===== src/rtl/vt4_pkg.sv =====
`default_nettype none
package vt4_pkg;

  // Number of configuration registers, two matrix cells each
  localparam int unsigned NUM_REGS  = 8;
  localparam int unsigned REG_IDX_W = 3;
  localparam int unsigned REG_W     = 64;
  localparam int unsigned NUM_LANES = 4;

  // Q16.16 component, exact product and four-term sum
  typedef logic signed [31:0] q16_t;
  typedef logic signed [63:0] prod_t;
  typedef logic signed [65:0] sum_t;

  // Request kinds carried on the input tuser
  typedef enum logic [1:0] {
    KIND_POINT2 = 2'd0,
    KIND_POINT3 = 2'd1,
    KIND_DIR3   = 2'd2,
    KIND_VEC4   = 2'd3
  } kind_t;

  // Load strobes for the two lane pipeline stages
  typedef struct packed {
    logic ld1;
    logic ld2;
  } stage_en_t;

  localparam q16_t ONE_Q16 = 32'sh0001_0000;

  // Identity matrix after reset
  localparam logic [REG_W-1:0] CFG_RESET [NUM_REGS] = '{
    64'h0000_0000_0001_0000,
    64'h0000_0000_0000_0000,
    64'h0001_0000_0000_0000,
    64'h0000_0000_0000_0000,
    64'h0000_0000_0000_0000,
    64'h0000_0000_0001_0000,
    64'h0000_0000_0000_0000,
    64'h0001_0000_0000_0000
  };

endpackage
`default_nettype wire


===== src/rtl/vt4_merge.sv =====
`default_nettype none
// Floor, saturate and mask the lane sums; output register
module vt4_merge (
  input  wire logic             clk,
  input  wire logic             rst_n,
  input  wire logic             in_valid,
  output logic                  in_ready,
  input  vt4_pkg::kind_t        kind,
  input  vt4_pkg::sum_t         sums [4],
  output logic                  out_tvalid,
  input  wire logic             out_tready,
  output logic [127:0]          out_tdata,
  output logic [0:0]            out_tuser
);
  import vt4_pkg::*;

  typedef logic signed [49:0] flo_t;

  localparam flo_t SAT_MAX = flo_t'(32'sh7FFF_FFFF);
  localparam flo_t SAT_MIN = flo_t'(32'sh8000_0000);

  flo_t           flo     [4];
  logic [3:0]     used;
  logic [3:0]     clip;
  q16_t           res     [4];
  logic           out_valid_r, out_valid_nxt;
  logic [127:0]   data_r;
  logic           sat_r;

  // Rows produced by each kind
  always_comb begin
    used[0] = 1'b1;
    used[1] = 1'b1;
    used[2] = (kind != KIND_POINT2);
    used[3] = (kind == KIND_VEC4);
  end

  // Drop 16 fraction bits (floor), then clip to 32 bits
  always_comb begin
    for (int r = 0; r < 4; r++) begin
      flo[r]  = flo_t'(sums[r][65:16]);
      clip[r] = 1'b0;
      if (!used[r]) begin
        res[r] = '0;
      end else if (flo[r] > SAT_MAX) begin
        res[r]  = 32'sh7FFF_FFFF;
        clip[r] = 1'b1;
      end else if (flo[r] < SAT_MIN) begin
        res[r]  = 32'sh8000_0000;
        clip[r] = 1'b1;
      end else begin
        res[r] = q16_t'(flo[r][31:0]);
      end
    end
  end

  assign in_ready      = !out_valid_r || out_tready;
  assign out_valid_nxt = in_ready ? in_valid : out_valid_r;

  // Hold the result until taken
  always_ff @(posedge clk) begin
    if (!rst_n) begin
      out_valid_r <= 1'b0;
    end else begin
      out_valid_r <= out_valid_nxt;
    end
  end

  always_ff @(posedge clk) begin
    if (in_ready) begin
      data_r <= {res[3], res[2], res[1], res[0]};
      sat_r  <= |clip;
    end
  end

  assign out_tvalid = out_valid_r;
  assign out_tdata  = data_r;
  assign out_tuser  = sat_r;

endmodule
`default_nettype wire


===== config.mk =====
export PLATFORM = sky130hd
export DESIGN_NAME = vt4_merge
export DESIGN_NICKNAME = d
export VERILOG_FILES = /design/src/rtl/vt4_pkg.sv /design/src/rtl/vt4_merge.sv
export SDC_FILE = /design/constraint.sdc
export NUM_CORES = 1
export LEC_CHECK = 0
export BUFFER_PORTS_ARGS = -buffer_cell sky130_fd_sc_hd__buf_4
export CORE_AREA = 2 2 155 157
export CTS_BUF_LIST = sky130_fd_sc_hd__clkbuf_2 sky130_fd_sc_hd__clkbuf_4 sky130_fd_sc_hd__clkbuf_8
export DETAILED_ROUTE_END_ITERATION = 8
export DIE_AREA = 0 0 157 159
export HOLD_SLACK_MARGIN = 0.08
export SKIP_LAST_GASP = 1
export SYNTH_ARGS = -nofsm -noshare
export SYNTH_HDL_FRONTEND = slang
export SYNTH_SLANG_ARGS = --single-unit

===== constraint.sdc =====
create_clock -name clk -period 3.7 [get_ports clk]
set_input_delay 0.185 -clock clk [delete_from_list [all_inputs] [get_ports clk]]
set_output_delay 0.185 -clock clk [all_outputs]
set_load 0.05 [all_outputs]

==> impl_metrics.yaml, run 1 <==
power:
  powerDensity_nw_per_um2: 411
  vdd_drop_max_mv: 0.167
  power.total_uw: 4080
  leakage_uw: 0.00437
clock_network:
  post-cts-setup-buffers: 0
  cts_buffer_depth: 2
  h-tree-depth: 4
  cts_buffers: 17
  numClockSinks: 130
  clk_latency_ps: 430
  root_buffer: "clkbuf_8"
  cts_tree: "done"
  clk_pin_slew_ps: 90
place:
  post-place-ws_ps: 1250
  port_buffers: 336
  gp_congestion: 0.743
  dp_hpwl_um: 13100
floorplan:
  initial_utilization_pct: 23.6
  die_area_um2: 25000
  rows: 56
  io_pins: 401
  die_h_um: 159
  coreArea_um2: 23200
  dieWidth_um: 157
routing:
  vias: 5443
  ant_nets: 0
  wl_per_cell_um: 15.5
  via_per_inst: 4.33
  dr.pass1.iters: 4
  drtIter0Drc: 203
  drcViolationCount: 0
  drt_wl_total_um: 19400
cells_and_area:
  multi_input_area_um2: 1490
  seq_area_um2: 3890
  nets: 1193
  area_growth_syn_to_layout_pct: 81.5
  fill_cells: 2193
  drive_above_1_share_pct: 41.3
  post-route-util_pct: 42.8
yosys:
  ys_warn_count: 0
  synth-edff-count: 129
  synth_top_area_share_pct: 70.8
  yosysUniqueCellTypes: 18
  synth.largest_area_cell: "edfxtp_1"
  ys_ff_latch: 130
  synth.area.top_cells: "edfxtp_1 (71%), nand2_1 (13%), a21oi_1 (5.8%), clkbuf_1 (2.2%), nand4_1 (1.8%)"
  syn_inst: 478
  async_flop_share_pct: 0
  ys_top_cells_by_count: "nand2_1 (191), edfxtp_1 (129), a21oi_1 (63)"
  ys.flop_type: "edfxtp_1"
  syn_avg_cell_area_um2: 11.4
  synth_nets: 748
  synth_seq_area_share_pct: 71.2
  yosysMostFrequentCell: "nand2_1"
  synthesis.area_um2: 5470
worst_setup_path:
  arrival_ps: 2150
  critPathMaxFanout: 32
  crit_chain: "buf_4, or4_1, o41ai_4, buf_4, a21oi_1, or4_1"
  slowest_delay_ps: 560
  path_class: "input pin to flop"
  cpMaxStageDelayCell: "or4_1"
  start_kind: "input pin"
  end_kind: "flop"
  cp.required_ps: 3880
grt:
  grt_first_pass_wirelength_um: 29200
  gr-usage-all-layers_pct: 15.3
  grt_pass1_vias: 5556
  antenna_found_initial: 0
  gr-total-overflow: 0
  grt_start_max_net_pins: 55
sta:
  whs_ps: 125
  fmax_mhz: 506
  slew_viol_final: 0
  tns_ps: 0
  setup_slack_ps: 1720
  hold_viol: 0
  grt_setup_unrepaired: "false"
  tightest_slew_ps: 1010
  relSlewSlack_pct: 32.8
  clock-skew-final_ps: 16.4
  setup_viol: 0
  fin_crit_sh_pct: 53.4
  min_period_ps: 1980
min_path:
  min_path_type: "input pin to flop"
outcome:
  run_status: "completed"
flow_run:
  max_cap_violations: 0
==> what timing repair did <==
item	4_1_cts	5_1_grt
gates resized for setup	0	0
hold buffers	111	0
endpoints found under the setup margin	0	0
endpoints found under the hold margin	110	0
==> per-stage QoR <==
stage / cell area, µm² / instances
after floorplan: 5470 / 478
after global placement: 8420 / 1112
after detailed placement: 8420 / 1112
after CTS: 9920 / 1255
after global routing: 9920 / 1255
final: 9930 / 1256
==> power breakdown <==
part	switching [µW]	total, µW	internal, µW	leakage, µW
logic	657	1060	407	0.00284
clock network	629	1230	604	0.000187
registers	32.2	1780	1750	0.00135
==> layout by cell type, fill, tap and decap left out, drive strengths merged, types with 5 or more instances in the layout <==
cell type / n
or4: 8
edfxtp: 129
clkbuf: 17
clkinv: 5
nand2: 191
dlygate4sd3: 111
buf: 347
nand4: 16
nor4: 13
inv: 9
a21oi: 63
==> registers in the layout, indices dropped and copies added (netlist names) <==
| signal | count |
|---|---|
| out_tuser | 1 |
| out_tdata | 128 |
| out_tvalid | 1 |
==> path summary, 6_finish.rpt <==
kind / slack (ps) / cells after the start / endpoint / from
max: 1720 / 6 / out_tuser / sums[130]
min: 120 / 3 / out_tdata[87] / sums[105]
max reg2reg: 1870 / 3 / out_tvalid / out_tvalid
min reg2reg: 1170 / 1 / out_tdata[26] / out_tvalid
==> area by class of cell <==
type	instances	share of cell area, %
Clock buffer	17	2.36
Clock inverter	15	1.58
Sequential cell	130	39.2
Timing Repair Buffer	458	37.6
Multi-Input combinational cell	311	15.0
Antenna cell	1	0.0252
Inverter	5	0.189
Tap cell	319	4.02
==> worst max-delay path, delay by kind of cell <==
family | cells | cell delay, ps
and+or+nand+nor | 2 | 1080
buffers and inverters | 2 | 490
AOI/OAI and AO/OA | 2 | 390
==> layer usage <==
metal	track usage (%)	part of all wire (%)
met5	0	0
met4	5.96	2.3
met3	4.74	8.4
met2	27.2	51
met1	16.8	38
==> logic make-up after synthesis <==
logic type             Yosys count  synth area share [%]
AND/OR/NAND/NOR                238                  18.4
flip-flops                     130                  71.2
AO/OA/AOI/OAI                   73                  7.85
buffers and inverters           37                  2.54
No activity file was read; power rests on OpenSTA's default activity.
==> run 2, diff against run 1 <==
--- a/config.mk
+++ b/config.mk
@@ -5,11 +5,12 @@
 export SDC_FILE = /design/constraint.sdc
 export NUM_CORES = 1
 export LEC_CHECK = 0
+export ABC_AREA = 1
 export BUFFER_PORTS_ARGS = -buffer_cell sky130_fd_sc_hd__buf_4
-export CORE_AREA = 2 2 155 157
+export CORE_AREA = 2 2 157 159
 export CTS_BUF_LIST = sky130_fd_sc_hd__clkbuf_2 sky130_fd_sc_hd__clkbuf_4 sky130_fd_sc_hd__clkbuf_8
 export DETAILED_ROUTE_END_ITERATION = 8
-export DIE_AREA = 0 0 157 159
+export DIE_AREA = 0 0 159 161
 export HOLD_SLACK_MARGIN = 0.08
 export SKIP_LAST_GASP = 1
 export SYNTH_ARGS = -nofsm -noshare
==> constraint.sdc (replaced) <==
create_clock -name clk -period 1.6 [get_ports clk]
set_input_delay 0.08 -clock clk [delete_from_list [all_inputs] [get_ports clk]]
set_output_delay 0.08 -clock clk [all_outputs]
set_load 0.05 [all_outputs]
==> run 2 against run 1 <==
  * Register-to-register slack got worse by 1600 ps
  * Flip-flop and latch count unchanged
  * Sequential share of layout area is 3.3 points lower
  * Worst setup slack got worse by 1600 ps
  * Non-clock buffer count increased by 31
  * Cell count grew 13%
  * Clock power is 130% higher
  * Largest power group unchanged
  * Highest routed layer unchanged
==> impl_metrics.yaml, run 2 <==
outcome:
  run_status: "completed"
floorplan:
  io_pins: 401
  die_h_um: 161
  die_area_um2: 25600
  rows: 57
  initial_utilization_pct: 25.5
  dieWidth_um: 159
  coreArea_um2: 24000
cells_and_area:
  final_common_cell: "buf_4"
  largest_reg_flops: 128
  layout_common_cells: "buf_4 (350), nand2_1 (252), dlygate4sd3_1 (130), edfxtp_1 (129), nor2_1 (50)"
  drive_above_1_share_pct: 40.1
  area_growth_syn_to_layout_pct: 77.7
  nets: 1353
  diodes: 0
clock_network:
  cts_tree: "done"
  clk_pin_slew_ps: 80
  root_buffer: "clkbuf_8"
  h-tree-depth: 4
  cts_buffer_depth: 2
  clk_latency_ps: 420
  numClockSinks: 130
  cts_buffers: 17
  post-cts-setup-buffers: 0
yosys:
  synth_top_family_by_area: "simple AND/OR/NAND/NOR gates"
  synth_top_area_share_pct: 63.4
  ys_ff_latch: 130
  yosys-mux-area-fraction_pct: 0
  yosys.area_share.simple_pct: 22.1
  synth.area.top_cells: "edfxtp_1 (63%), nand2_1 (16%), a21oi_2 (5.2%), nor2_1 (3.2%), inv_1 (2.3%)"
  synth-edff-count: 129
  syn_inst: 606
  ys.flop_type: "edfxtp_1"
  yosysMostFrequentCell: "nand2_1"
  synthesis.area_um2: 6110
  synth-compound-area-share_pct: 8.11
  ys_warn_count: 0
  synth_nets: 876
  synth_adder_area_share_pct: 0
  yosysUniqueCellTypes: 22
  ys_top_cells_by_count: "nand2_1 (253), edfxtp_1 (129), nor2_1 (52)"
  synth_xor_area_share_pct: 0
  syn_avg_cell_area_um2: 10.1
  async_flop_share_pct: 0
  synth_seq_area_share_pct: 63.8
  synth.largest_area_cell: "edfxtp_1"
sta:
  grt_setup_unrepaired: "true"
  tns_ps: 0
  fmax_mhz: 668
  slew_viol_final: 0
  hold_viol: 0
  setup_viol: 0
  min_period_ps: 1500
  setup_slack_ps: 103
  clock-skew-final_ps: 9.41
  tightest_slew_ps: 392
  fin_crit_sh_pct: 93.5
  relSlewSlack_pct: 73.8
  whs_ps: 110
place:
  post-place-ws_ps: 111
  port_buffers: 336
  dp_hpwl_um: 14100
  gp_congestion: 0.837
power:
  vdd_drop_max_mv: 0.387
  leakage_uw: 0.00491
  powerDensity_nw_per_um2: 887
min_path:
  min_path_type: "input pin to flop"
grt:
  grt_first_pass_wirelength_um: 31900
  antenna_found_initial: 0
  gr-total-overflow: 0
  grt_start_max_net_pins: 45
  grt_pass1_vias: 6376
  gr-usage-all-layers_pct: 15.7
routing:
  dr.pass1.iters: 4
  ant_nets: 0
  drt_wl_total_um: 20400
  vias: 6049
  drtIter0Drc: 326
  via_per_inst: 4.26
  wl_per_cell_um: 14.4
  drcViolationCount: 0
worst_setup_path:
  timing.reg2reg.setup_slack_ps: 240
  end_kind: "primary output"
  start_kind: "flop"
  critPathMaxFanout: 15
  path_class: "flop to primary output"
  cp.required_ps: 1520
  arrival_ps: 1420
flow_run:
  max_cap_violations: 0
## run 2: cell count changes in the layout (fill, tap and decap cells not counted), sizes merged, moves of 4 or more
cell,change
o41ai,-4
inv,+33
nand2,+65
nand3,+4
nor2,+49
buf,+11
dlygate4sd3,+19
nand4,-5
nor3,+7
nor4,-13
or4,-8
## run 2: what timing repair did
action / CTS / global route
hold endpoints to repair: 128 / 0
hold buffers: 130 / 0
gates cloned: 1 / 1
resized for setup: 1 / 4
setup endpoints to repair: 1 / 28
pin swaps: 1 / 0
## run 2: cell families after synthesis
| logic type | after synthesis |
|---|---|
| AND/OR/NAND/NOR | 339 |
| flip-flops | 130 |
| buffers and inverters | 70 |
| AO/OA/AOI/OAI | 67 |
## run 2: metal layers
layer	track usage, %	vias up	part of all wire, %
li1	-	2955	-
met1	16.7	2826	40
met2	28.8	244	51
met3	5.19	24	7.0
met4	5.83	0	2.1
met5	0	-	0
## run 2: final cells by class
| type | count | area [µm²] |
|---|---|---|
| fillers | 2269 | 13100 |
| repair buffers | 489 | 4120 |
| flip-flops and latches | 130 | 3900 |
| multi-input cells | 407 | 1900 |
| well taps | 324 | 405 |
| clock buffers | 17 | 234 |
| clock inverters | 14 | 154 |
| inverters | 38 | 143 |
## run 2: per-stage QoR
stage                     instances  utilization (%)  area, µm²  total power, µW
final                          1419             45.3      10900             9620
after global routing           1419             45.3      10900            10100
after CTS                      1418             45.1      10800             9760
after detailed placement       1256             38.0       9100             6610
after global placement         1256             38.0       9100             6590
after floorplan                 606                -       6120             5610
## run 2: where the power goes
part	switching [µW]	internal, µW	leakage [µW]	total (µW)
sequential	81.6	4050	0.00135	4130
clock	1420	1400	0.000189	2820
combinational	1610	1060	0.00337	2670
total	3120	6500	0.00491	9620
## run 2: path summary, 6_finish.rpt
path | start | end | cells past startpoint
worst max register to register | out_tvalid | out_tvalid | 3
worst min-delay path | sums[34] | out_tdata[114] | 3
worst max-delay path | out_tvalid | in_ready | 3
worst min register to register | out_tvalid | out_tdata[100] | 1
## run 2: critical path, cell delays in order (launching register included)
cell and delay [ps]:
dfxtp_4 380, nand2_8 180, buf_16 180, buf_4 210
==> run 3, diff against run 2 <==
--- a/config.mk
+++ b/config.mk
@@ -7,11 +7,12 @@
 export LEC_CHECK = 0
 export ABC_AREA = 1
 export BUFFER_PORTS_ARGS = -buffer_cell sky130_fd_sc_hd__buf_4
-export CORE_AREA = 2 2 157 159
+export CORE_AREA = 2 2 155 157
 export CTS_BUF_LIST = sky130_fd_sc_hd__clkbuf_2 sky130_fd_sc_hd__clkbuf_4 sky130_fd_sc_hd__clkbuf_8
 export DETAILED_ROUTE_END_ITERATION = 8
-export DIE_AREA = 0 0 159 161
+export DIE_AREA = 0 0 157 159
 export HOLD_SLACK_MARGIN = 0.08
+export SETUP_SLACK_MARGIN = 0.2
 export SKIP_LAST_GASP = 1
 export SYNTH_ARGS = -nofsm -noshare
 export SYNTH_HDL_FRONTEND = slang
==> run 3 against run 2 <==
  * First-iteration DRC count is 21% lower
  * Total power up 4.7%
  * Cell area rose by 2.2%
  * Sequential share of layout area fell by 0.77 points
  * Critical path type is now input pin to flop
  * Highest routed layer unchanged
==> impl_metrics.yaml, run 3 (synthesized netlist as in run 2, its figures left out) <==
sta:
  setup_slack_ps: 228
  fin_crit_sh_pct: 85.8
  clock-skew-final_ps: 10.3
  fmax_mhz: 729
  slew_viol_final: 0
  hold_viol: 0
  relSlewSlack_pct: 74.5
  whs_ps: 109
  min_period_ps: 1370
  grt_setup_unrepaired: "true"
  tightest_slew_ps: 383
  tns_ps: 0
  setup_viol: 0
routing:
  drt_wl_total_um: 21000
  drtIter0Drc: 258
  drcViolationCount: 0
  wl_per_cell_um: 14.7
  via_per_inst: 4.23
  vias: 6048
  dr.pass1.iters: 4
  ant_nets: 0
floorplan:
  die_h_um: 159
  dieWidth_um: 157
  die_area_um2: 25000
  io_pins: 401
  initial_utilization_pct: 26.3
  rows: 56
  coreArea_um2: 23200
cells_and_area:
  drive_above_1_share_pct: 40.3
  nets: 1368
  post-route-util_pct: 47.8
  layout_common_cells: "buf_4 (356), nand2_1 (250), edfxtp_1 (129), dlygate4sd3_1 (115), nor2_1 (50)"
  diodes: 0
  largest_reg_flops: 128
  final_common_cell: "buf_4"
  area_growth_syn_to_layout_pct: 81.5
worst_setup_path:
  cpMaxStageDelayCell: "dlygate4sd3_1"
  arrival_ps: 1660
  critPathMaxFanout: 16
  reg2reg_from: "out_tvalid"
  cp.required_ps: 1890
  path_class: "input pin to flop"
  reg2regPathDepth: 3
  startpoint: "sums[47]"
  slowest_delay_ps: 530
  crit_chain: "dlygate4sd3_1, buf_4, nand2_1, nor2_1, nand3_1, o21ai_4, buf_4, nand2_1, a21oi_1"
  end_kind: "flop"
  start_kind: "input pin"
  timing.reg2reg.setup_slack_ps: 340
  crit_end: "out_tdata[98]"
  reg2reg_to: "out_tdata[60]"
power:
  power.total_uw: 10100
  switchingPower_uw: 3080
  comb_power_share_pct: 27.0
  powerDensity_nw_per_um2: 908
  netSwitchingFraction_pct: 30.6
  p_seq_share_pct: 41.0
  leakage_uw: 0.00520
  vdd_drop_max_mv: 0.475
  pwr-share-clk_pct: 31.9
  p_int_uw: 6990
flow_run:
  max_cap_violations: 0
clock_network:
  cts_tree: "done"
  clk_latency_ps: 430
  cts_buffers: 17
  root_buffer: "clkbuf_8"
  clk_pin_slew_ps: 80
  cts_buffer_depth: 2
  numClockSinks: 130
  h-tree-depth: 4
grt:
  grt_pass1_vias: 6156
  gr-usage-all-layers_pct: 16.3
  antenna_found_initial: 0
  grt_first_pass_wirelength_um: 31400
  gr-total-overflow: 0
  grt_start_max_net_pins: 33
place:
  port_buffers: 336
  dp_hpwl_um: 14500
  gp_congestion: 0.799
  post-place-ws_ps: 113
outcome:
  run_status: "completed"
min_path:
  min_path_type: "input pin to flop"
==> run 3: worst min-delay path by stage <==
stage	startpoint	end	slack, ps	cells past startpoint
6_report	sums[158]	out_tdata[42]	110	4
3_3_place_gp	sums[263]	out_tdata[31]	290	1
2_1_floorplan	in_valid	out_tvalid	210	2
5_1_grt	sums[164]	out_tdata[48]	80	4
3_5_place_dp	sums[263]	out_tdata[31]	290	1
4_1_cts	kind[0]	out_tdata[127]	150	5
==> run 3: power groups by stage <==
stage	registers, µW	clock network [µW]	logic [µW]
4_1_cts	4130	3330	2700
3_3_place_gp	4200	0	2380
5_1_grt	4160	3480	2870
6_report	4130	3210	2720
3_5_place_dp	4210	0	2390
2_1_floorplan	5160	0	447
==> run 3: what timing repair did <==
action / CTS / global route
buffers inserted: 3 / 3
cloned: 2 / 0
resized for setup: 1 / 37
hold buffers: 136 / 0
hold endpoints to repair: 129 / 0
pin swaps: 1 / 13
endpoints found under the setup margin: 1 / 38
==> run 3: metrics by stage <==
step / area, µm² / cells
finish: 11100 / 1429
CTS: 10900 / 1426
detailed placement: 9070 / 1254
global route: 11100 / 1429
floorplan: 6130 / 606
global placement: 9070 / 1254
==> run 3: worst max-delay path, delay by kind of cell <==
kind                   cells  cell delay (ps)
buffers and inverters      3              890
and+or+nand+nor            4              360
AOI/OAI and AO/OA          2              330
==> run 3: layout make-up <==
cell class                      instances  area, µm²
Fill cell                            2101      12100
Timing Repair Buffer                  504       4290
Sequential cell                       130       3900
Multi-Input combinational cell        407       1910
Tap cell                              319        399
Clock buffer                           17        234
Clock inverter                         14        213
Inverter                               38        143
==> run 3: routing by layer <==
layer	GRT usage (%)	vias to the layer above	share of wire (%)
li1	-	2988	-
met1	17.5	2809	38
met2	29.8	224	52
met3	5.33	27	7.6
met4	5.80	0	2.2
met5	0	-	0
